File: src/design/anbs_pkg.sv
// Shared types and constants for the Annex B NAL unit splitter.
// No dependencies.
`default_nettype none

package anbs_pkg;

    localparam logic [4:0] TYPE_IDR = 5'd5;
    localparam logic [4:0] TYPE_SPS = 5'd7;
    localparam logic [4:0] TYPE_PPS = 5'd8;
    localparam logic [7:0] START_BYTE = 8'h01;
    localparam logic [9:0] INTERVAL_RESET = 10'(1000 / 25);
    localparam logic [23:0] LEN_OUT_MAX = 24'hffffff;
    localparam logic [2:0] MAX_OUT = 3'd4;

    // Bytes released by one input byte, for the back end to send out.
    typedef struct packed {
        logic [3:0][7:0] data;   // data[0] goes out first
        logic [2:0]      cnt;    // 0..4 bytes
        logic            ends;   // last byte sent closes the unit
        logic            eos;    // stream ends after these bytes
        logic [4:0]      utype;
    } seg_t;

endpackage

`default_nettype wire

File: src/design/annexb_nal_unit_splitter.sv
// Annex B NAL unit splitter: one stream byte per cycle in while the 4-deep queue has room.
// A released byte is held in the queue, then in the output register, before it is on m_.
// Throughput: the back end sends one byte per cycle while m_tready allows; an input byte
// releases 0 to 4 bytes; an end-of-stream byte with nothing to flush sends no byte.
// Reset (aresetn low, synchronous): stream state cleared, frame interval back to 40 ms.
// Top level; uses anbs_pkg, anbs_front, anbs_queue and anbs_back.
`default_nettype none

module annexb_nal_unit_splitter #(
    parameter int LENGTH_BITS = 24,
    parameter int QUEUE_DEPTH = 4
) (
    input  wire logic        aclk,
    input  wire logic        aresetn,
    input  wire logic        cfg_valid,
    output logic             cfg_ready,
    input  wire logic [9:0]  cfg_data,    // frame_interval_ms
    input  wire logic        s_tvalid,
    output logic             s_tready,
    input  wire logic [7:0]  s_tdata,     // [7:0] data_byte
    input  wire logic        s_tlast,     // end_of_stream
    output logic             m_tvalid,
    input  wire logic        m_tready,
    output logic [63:0]      m_tdata,     // [7:0] payload_byte, [39:8] timestamp_ms,
                                          // [63:40] unit_length
    output logic [7:0]       m_tuser,     // [4:0] unit_type, [5] first_of_unit,
                                          // [6] is_keyframe, [7] is_parameter_set
    output logic             m_tlast      // last_of_unit
);
    import anbs_pkg::*;

    logic push_valid, push_ready, pop_valid, pop_ready;
    seg_t push_seg, pop_seg;

    assign cfg_ready = 1'b1;

    anbs_front u_front (
        .aclk       (aclk),
        .aresetn    (aresetn),
        .s_tvalid   (s_tvalid),
        .s_tready   (s_tready),
        .s_tdata    (s_tdata),
        .s_tlast    (s_tlast),
        .push_valid (push_valid),
        .push_ready (push_ready),
        .push_seg   (push_seg)
    );

    anbs_queue #(
        .DEPTH (QUEUE_DEPTH)
    ) u_queue (
        .aclk       (aclk),
        .aresetn    (aresetn),
        .push_valid (push_valid),
        .push_ready (push_ready),
        .push_seg   (push_seg),
        .pop_valid  (pop_valid),
        .pop_ready  (pop_ready),
        .pop_seg    (pop_seg)
    );

    anbs_back #(
        .LENGTH_BITS (LENGTH_BITS)
    ) u_back (
        .aclk       (aclk),
        .aresetn    (aresetn),
        .cfg_valid  (cfg_valid),
        .cfg_data   (cfg_data),
        .head_valid (pop_valid),
        .head_pop   (pop_ready),
        .head_seg   (pop_seg),
        .m_tvalid   (m_tvalid),
        .m_tready   (m_tready),
        .m_tdata    (m_tdata),
        .m_tuser    (m_tuser),
        .m_tlast    (m_tlast)
    );

endmodule

`default_nettype wire

File: src/design/anbs_front.sv
// Front end: start code detection and byte classification.
// Uses anbs_pkg; feeds segment records to anbs_queue.
`default_nettype none

module anbs_front (
    input  wire logic          aclk,
    input  wire logic          aresetn,
    input  wire logic          s_tvalid,
    output logic               s_tready,
    input  wire logic [7:0]    s_tdata,    // [7:0] data_byte
    input  wire logic          s_tlast,    // end_of_stream
    output logic               push_valid,
    input  wire logic          push_ready,
    output anbs_pkg::seg_t     push_seg
);
    import anbs_pkg::*;

    logic [7:0] pb_reg, pb_next;
    logic       pv_reg, pv_next;
    logic [1:0] pc_reg, pc_next;
    logic       in_unit_reg, in_unit_next;
    logic [4:0] type_reg, type_next;

    logic       accept, is_zero, start, eos;
    logic       lead, tail, emit_any;
    logic [2:0] z, n, lz;
    logic [4:0] type_now;

    assign s_tready = push_ready;
    assign accept   = s_tvalid && s_tready;
    assign eos      = s_tlast;
    assign is_zero  = (s_tdata == 8'h00);
    assign start    = (s_tdata == START_BYTE) && pc_reg[1];

    always_comb begin
        pb_next      = pb_reg;
        pv_next      = pv_reg;
        pc_next      = pc_reg;
        in_unit_next = in_unit_reg;
        type_next    = type_reg;
        type_now     = type_reg;
        lead         = 1'b0;
        tail         = 1'b0;
        emit_any     = 1'b0;
        z            = 3'd0;
        n            = 3'd0;
        lz           = 3'd0;
        push_valid   = 1'b0;
        push_seg     = '0;
        if (accept) begin
            if (!in_unit_reg) begin
                if (start) begin
                    in_unit_next = 1'b1;
                    pv_next      = 1'b0;
                    pc_next      = 2'd0;
                end else if (is_zero) begin
                    pc_next = (pc_reg == 2'd3) ? 2'd3 : pc_reg + 2'd1;
                end else begin
                    pc_next = 2'd0;
                end
            end else begin
                if (!pv_reg && pc_reg == 2'd0) begin
                    type_now = s_tdata[4:0];
                end
                type_next = type_now;
                if (start) begin
                    emit_any = 1'b1;
                end else if (is_zero) begin
                    if (pc_reg != 2'd3) begin
                        pc_next = pc_reg + 2'd1;
                        if (eos) begin
                            emit_any = 1'b1;
                            z        = {1'b0, pc_reg} + 3'd1;
                        end
                    end else begin
                        emit_any = 1'b1;
                        pb_next  = 8'h00;
                        pv_next  = 1'b1;
                        if (eos) begin
                            z = 3'd4;
                        end
                    end
                end else begin
                    emit_any = 1'b1;
                    z        = {1'b0, pc_reg};
                    tail     = eos;
                    pb_next  = s_tdata;
                    pv_next  = 1'b1;
                    pc_next  = 2'd0;
                end
                if (start) begin
                    in_unit_next = 1'b1;
                    pv_next      = 1'b0;
                    pc_next      = 2'd0;
                end
                lead = emit_any && pv_reg;
                lz   = {2'b00, lead} + z;
                n    = lz + {2'b00, tail};
                push_seg.cnt   = (n > MAX_OUT) ? MAX_OUT : n;
                push_seg.ends  = start || eos;
                push_seg.eos   = eos;
                push_seg.utype = type_now;
                for (int i = 0; i < 4; i++) begin
                    if (3'(i) < {2'b00, lead}) begin
                        push_seg.data[i] = pb_reg;
                    end else if (3'(i) < lz) begin
                        push_seg.data[i] = 8'h00;
                    end else begin
                        push_seg.data[i] = s_tdata;
                    end
                end
                push_valid = (n != 3'd0) || eos;
            end
            if (eos) begin
                in_unit_next = 1'b0;
                pb_next      = 8'h00;
                pv_next      = 1'b0;
                pc_next      = 2'd0;
                type_next    = 5'd0;
            end
        end
    end

    always_ff @(posedge aclk) begin
        if (!aresetn) begin
            pb_reg      <= 8'h00;
            pv_reg      <= 1'b0;
            pc_reg      <= 2'd0;
            in_unit_reg <= 1'b0;
            type_reg    <= 5'd0;
        end else begin
            pb_reg      <= pb_next;
            pv_reg      <= pv_next;
            pc_reg      <= pc_next;
            in_unit_reg <= in_unit_next;
            type_reg    <= type_next;
        end
    end

endmodule

`default_nettype wire

File: src/design/anbs_queue.sv
// Short FIFO of segment records between front and back end.
// Uses anbs_pkg for the record type.
`default_nettype none

module anbs_queue #(
    parameter int DEPTH = 4
) (
    input  wire logic           aclk,
    input  wire logic           aresetn,
    input  wire logic           push_valid,
    output logic                push_ready,
    input  wire anbs_pkg::seg_t push_seg,
    output logic                pop_valid,
    input  wire logic           pop_ready,
    output anbs_pkg::seg_t      pop_seg
);
    import anbs_pkg::*;

    localparam int PW = (DEPTH > 1) ? $clog2(DEPTH) : 1;
    localparam int CW = $clog2(DEPTH + 1);

    seg_t           mem [DEPTH];
    logic [PW-1:0]  wr_ptr_reg, wr_ptr_next;
    logic [PW-1:0]  rd_ptr_reg, rd_ptr_next;
    logic [CW-1:0]  count_reg, count_next;
    logic           do_push, do_pop;

    assign push_ready = (count_reg != CW'(DEPTH));
    assign pop_valid  = (count_reg != '0);
    assign pop_seg    = mem[rd_ptr_reg];
    assign do_push    = push_valid && push_ready;
    assign do_pop     = pop_valid && pop_ready;

    always_comb begin
        wr_ptr_next = wr_ptr_reg;
        rd_ptr_next = rd_ptr_reg;
        count_next  = count_reg;
        if (do_push) begin
            wr_ptr_next = (wr_ptr_reg == PW'(DEPTH - 1)) ? '0 : wr_ptr_reg + PW'(1);
        end
        if (do_pop) begin
            rd_ptr_next = (rd_ptr_reg == PW'(DEPTH - 1)) ? '0 : rd_ptr_reg + PW'(1);
        end
        if (do_push && !do_pop) begin
            count_next = count_reg + CW'(1);
        end else if (!do_push && do_pop) begin
            count_next = count_reg - CW'(1);
        end
    end

    always_ff @(posedge aclk) begin
        if (do_push) begin
            mem[wr_ptr_reg] <= push_seg;
        end
    end

    always_ff @(posedge aclk) begin
        if (!aresetn) begin
            wr_ptr_reg <= '0;
            rd_ptr_reg <= '0;
            count_reg  <= '0;
        end else begin
            wr_ptr_reg <= wr_ptr_next;
            rd_ptr_reg <= rd_ptr_next;
            count_reg  <= count_next;
        end
    end

endmodule

`default_nettype wire

File: src/design/anbs_back.sv
// Back end: sends bytes one per cycle unless stalled, with unit tags, length and
// timestamp. Uses anbs_pkg; drains anbs_queue and owns the output register.
`default_nettype none

module anbs_back #(
    parameter int LENGTH_BITS = 24
) (
    input  wire logic           aclk,
    input  wire logic           aresetn,
    input  wire logic           cfg_valid,
    input  wire logic [9:0]     cfg_data,
    input  wire logic           head_valid,
    output logic                head_pop,
    input  wire anbs_pkg::seg_t head_seg,
    output logic                m_tvalid,
    input  wire logic           m_tready,
    output logic [63:0]         m_tdata,
    output logic [7:0]          m_tuser,
    output logic                m_tlast
);
    import anbs_pkg::*;

    localparam int CW = (LENGTH_BITS > 24) ? LENGTH_BITS : 24;

    logic [1:0]             idx_reg, idx_next;
    logic                   first_reg, first_next;
    logic [LENGTH_BITS-1:0] len_reg, len_next, len_inc;
    logic [31:0]            ts_reg, ts_next;
    logic [9:0]             ivl_reg;
    logic                   valid_reg, valid_next;
    logic [63:0]            data_reg, data_next;
    logic [7:0]             user_reg, user_next;
    logic                   last_reg, last_next;

    logic                   can_load, last_pos, last, ps, idr;
    logic [CW-1:0]          len_ext;
    logic [23:0]            len_out;

    assign can_load = !valid_reg || m_tready;
    assign ps       = (head_seg.utype == TYPE_SPS) || (head_seg.utype == TYPE_PPS);
    assign idr      = (head_seg.utype == TYPE_IDR);
    assign last_pos = ({1'b0, idx_reg} == head_seg.cnt - 3'd1);
    assign last     = head_seg.ends && last_pos;
    assign len_inc  = (len_reg == '1) ? len_reg : len_reg + LENGTH_BITS'(1);
    assign len_ext  = CW'(len_inc);
    assign len_out  = (len_ext > CW'(LEN_OUT_MAX)) ? LEN_OUT_MAX : len_ext[23:0];

    always_comb begin
        idx_next   = idx_reg;
        first_next = first_reg;
        len_next   = len_reg;
        ts_next    = ts_reg;
        valid_next = valid_reg && !m_tready;
        data_next  = data_reg;
        user_next  = user_reg;
        last_next  = last_reg;
        head_pop   = 1'b0;
        if (head_valid) begin
            if (head_seg.cnt == 3'd0) begin
                head_pop = 1'b1;
                if (head_seg.eos) begin
                    ts_next = 32'd0;
                end
            end else if (can_load) begin
                valid_next = 1'b1;
                data_next  = {(last ? len_out : 24'd0), ts_reg, head_seg.data[idx_reg]};
                user_next  = {ps, idr, first_reg, head_seg.utype};
                last_next  = last;
                first_next = last;
                len_next   = last ? '0 : len_inc;
                if (last && !ps) begin
                    ts_next = ts_reg + 32'(ivl_reg);
                end
                if (last_pos) begin
                    head_pop = 1'b1;
                    idx_next = 2'd0;
                    if (head_seg.eos) begin
                        ts_next = 32'd0;
                    end
                end else begin
                    idx_next = idx_reg + 2'd1;
                end
            end
        end
    end

    always_ff @(posedge aclk) begin
        if (!aresetn) begin
            idx_reg   <= 2'd0;
            first_reg <= 1'b1;
            len_reg   <= '0;
            ts_reg    <= 32'd0;
            ivl_reg   <= INTERVAL_RESET;
            valid_reg <= 1'b0;
        end else begin
            idx_reg   <= idx_next;
            first_reg <= first_next;
            len_reg   <= len_next;
            ts_reg    <= ts_next;
            valid_reg <= valid_next;
            if (cfg_valid) begin
                ivl_reg <= cfg_data;
            end
        end
    end

    always_ff @(posedge aclk) begin
        data_reg <= data_next;
        user_reg <= user_next;
        last_reg <= last_next;
    end

    assign m_tvalid = valid_reg;
    assign m_tdata  = data_reg;
    assign m_tuser  = user_reg;
    assign m_tlast  = last_reg;

endmodule

`default_nettype wire

File: config.mk
export PLATFORM = sky130hd
export DESIGN_NAME = annexb_nal_unit_splitter
export DESIGN_NICKNAME = d
export VERILOG_FILES = /design/src/design/anbs_pkg.sv /design/src/design/annexb_nal_unit_splitter.sv /design/src/design/anbs_front.sv /design/src/design/anbs_queue.sv /design/src/design/anbs_back.sv
export SDC_FILE = /design/constraint.sdc
export NUM_CORES = 1
export LEC_CHECK = 0
export BUFFER_PORTS_ARGS = -buffer_cell sky130_fd_sc_hd__buf_2
export CAP_MARGIN = 5
export CORE_ASPECT_RATIO = 0.8
export CORE_MARGIN = 10
export CORE_UTILIZATION = 30
export CTS_CLUSTER_SIZE = 40
export DETAILED_ROUTE_END_ITERATION = 10
export MAX_ROUTING_LAYER = met4
export PLACE_DENSITY_LB_ADDON = 0.25
export SLEW_MARGIN = 20
export SYNTH_ARGS = -nofsm -noshare
export SYNTH_HDL_FRONTEND = slang
export SYNTH_HIERARCHICAL = 1
export SYNTH_SLANG_ARGS = --single-unit
File: constraint.sdc
create_clock -name aclk -period 4.45 [get_ports aclk]
set_input_delay 0.6675 -clock aclk [delete_from_list [all_inputs] [get_ports aclk]]
set_output_delay 0.6675 -clock aclk [all_outputs]
set_load 0.02 [all_outputs]
==> reports/metrics.cfg <==
[yosys]
ys_warn_count=6
synthTopCellsByCount=edfxtp_1, dfxtp_1, nor2_1
synth_edf_count=241
synth-main-ff-cell=edfxtp_1
synth_top_cell_area_share_pct=49.5
synth-compound-area-share_pct=8.04
synth_top_family_by_area=simple AND/OR/NAND/NOR gates
avgSynthCellArea_sq_um=13.6
synth_xor_area_share_pct=2.28
syn_nets=1128
ys_async_sr_fraction_pct=0
post-synth-top-count-cell=edfxtp_1
ys_ff_latch=337
yosys.area_share.simple_pct=12.7
yosys.cell_types.count=79
synth.largest_area_cell=edfxtp_1
yosysSeqAreaShare_pct=62.7
yosys-mux-area-fraction_pct=9.31
postSynthCellCount=1076
synth_area_leaders=edfxtp_1, dfxtp_1, mux4_2
synth_area_sq_um=14600
synth_adder_area_share_pct=2.50

[placement]
port-buffer-count=98
placedCellCount=1787
detailed_place_hpwl_um=23200
dp_slack_ns=-0.0793
globalplace.congestion=0.811

[floorplanning]
row_count=72
die_area_sq_um=58000
die_w_um=267
boundaryPins=100
die_h_um=217
core_area_sq_um=48300
start_util_pct=30.3

[worst_setup_path]
path_buf_inv=3
slowest_delay_ns=0.61
endpoint_kind=register
crit_arrival_ns=4.43
critPathRequiredTime_ns=4.92
cp_max_fo=2
path_class=in -> reg
crit_top_cell=ha_1
worstPathCellList=buf_2 -> or4_1 -> o41ai_2 -> inv_1 -> ha_1 -> ha_1 -> ha_1 -> xor2_1 -> nor4_1 -> nor2_1 -> and2_4 -> ha_1 -> inv_1 -> fa_1 -> xor2_1 -> or3_2 -> a21boi_1
critical-path-slowest-cell=or4_1
worst_setup_path_start_kind=primary input
cp_top_family=simple AND/OR/NAND/NOR gates

[cells_and_area]
fin_nets=1251
final_util_pct=35.6
syn_to_final_growth_pct=17.8
drive_above_1_share_pct=21.8
final_cell_count_no_fill=1858
largest_reg_flops=168

[cts]
cts_tree=yes
clk_pin_slew_worst_paths_ns=0.06
cts_setup_buffers=0
clockRootBuffer=clkbuf_16
clock_latency_ns=0.54
cts_resized=0
clockBufferDepth=3
cts_buffers=39
cts_sinks=337
cts_max_level=2
cts_hold_buf=0

[timing]
max_freq_mhz=252
worstMarginPinSlew_ns=1.02
hold_viol=0
min_period_over_period_pct=89.0
slew_viol_final=0
clock_skew_ns=0.0263
rsz0062_at_grt=false
finalSetupViolations=0
fin_crit_ns=3.96
setup_slack_ns=0.488
max-slew-margin-rel_pct=31.9
timing.setup.tns_ns=0

[routing]
dr.pass1.iters=5
drcViolationCount=0
via_count=9307
routedWlPerCell_um=19.0
vias_per_cell=5.01
drt_wl_total_um=35200
drtAntennaViolNets=0
drt_iter0_markers=665

[run_status]
outcome=complete, no violations

[min_path]
hp-class=in -> reg

[power_and_ir_drop]
power_density_nw_per_um2=373
peakVddDrop_mv=0.233
leakagePower_nw=6.25

[grt]
overflow=0
groute.usage.overall_pct=12.4
antenna_found_initial=2
grt_pass1_vias=9261
grt_max_degree=81
grt_first_pass_wirelength_um=55200

[flow_run]
max_cap_violations=0

worst register-to-register path: cells and delay by family, from the launching register on:
family / cells / cell delay, ns
simple gates: 4 / 0.77
fa+ha+maj: 6 / 1.56
compound gates: 2 / 0.53
xor+xnor: 2 / 0.36
buf+inv: 2 / 0.14
flops: 1 / 0.38
layout by cell type, fill, tap and decap left out, types with 5 or more instances in the layout:
master     instances
a21oi_1           38
a31oi_1           17
a32o_1            16
and2_1            27
and3_1            24
and4_1             8
buf_12             5
buf_2             98
buf_4             36
clkbuf_1          13
clkbuf_16         42
clkinv_2           8
dfxtp_1           94
edfxtp_1         241
ha_1              26
inv_1             23
mux2i_1           23
mux4_2            49
nand2_1           70
nand2b_1           7
nand3_1           40
nand4_1           14
nor2_1            79
nor2b_1            6
nor3_1             9
nor4_1             9
o211ai_1          17
o21ai_0           27
o31ai_1            9
or3_1              7
or4_1             14
xnor2_1           22
xor2_1            16
cells by family (layout without fill, tap and decap cells):
family	count (synthesis)	count (layout)
DFF	337	337
adders and majority gates	28	28
xor gates and xnor gates	38	38
AOI/OAI and AO/OA	172	172
and+or+nand+nor	345	345
buffers and inverters	82	234
muxes	73	73
other	1	2
power by group:
part	total (mW)	internal (mW)	switching (mW)	leakage, nW
registers	3.33	3.32	0.00401	3.32
logic	0.0897	0.0311	0.0585	2.34
clock network	3.01	1.76	1.24	0.589
total	6.42	5.12	1.31	6.25
final timing paths:
path	start	endpoint	slack, ns	depth (start not counted)
worst max-delay path	s_tdata[5]	u_queue/count_reg[2]	0.49	17
worst min-delay path	cfg_data[3]	u_back/ivl_reg[3]	0.36	3
worst max register to register	u_front/pc_reg[1]	u_queue/count_reg[2]	0.65	16
worst min register to register	u_back/first_reg	u_back/m_tuser[5]	0.44	0
per-layer routing:
layer / share of wire (%) / up-vias / track usage (%)
li1: - / 4421 / -
met4: 2.0 / 0 / 3.90
met2: 44 / 204 / 17.9
met3: 4.1 / 43 / 2.03
met5: 0 / - / -
met1: 50 / 4639 / 17.6
area by class of cell:
type,instances,area [sq um]
clock buffer,57,1130
sequential,337,9160
timing repair buffer,139,861
antenna,1,2.50
multi-input combinational,657,5100
inverter,25,95.1
clock inverter,13,71.3
fill,4660,31100
tap,629,787
stage by stage:
step | hold slack [ns] | instance area [sq um] | total power, mW
global route | 0.337 | 17200 | 6.66
detailed placement | 0.413 | 16000 | 3.48
global placement | 0.429 | 16000 | 3.48
floorplan | 0.403 | 14600 | 3.44
finish | 0.358 | 17200 | 6.42
CTS | 0.329 | 17200 | 6.53
(Power assumes the default switching activity.)
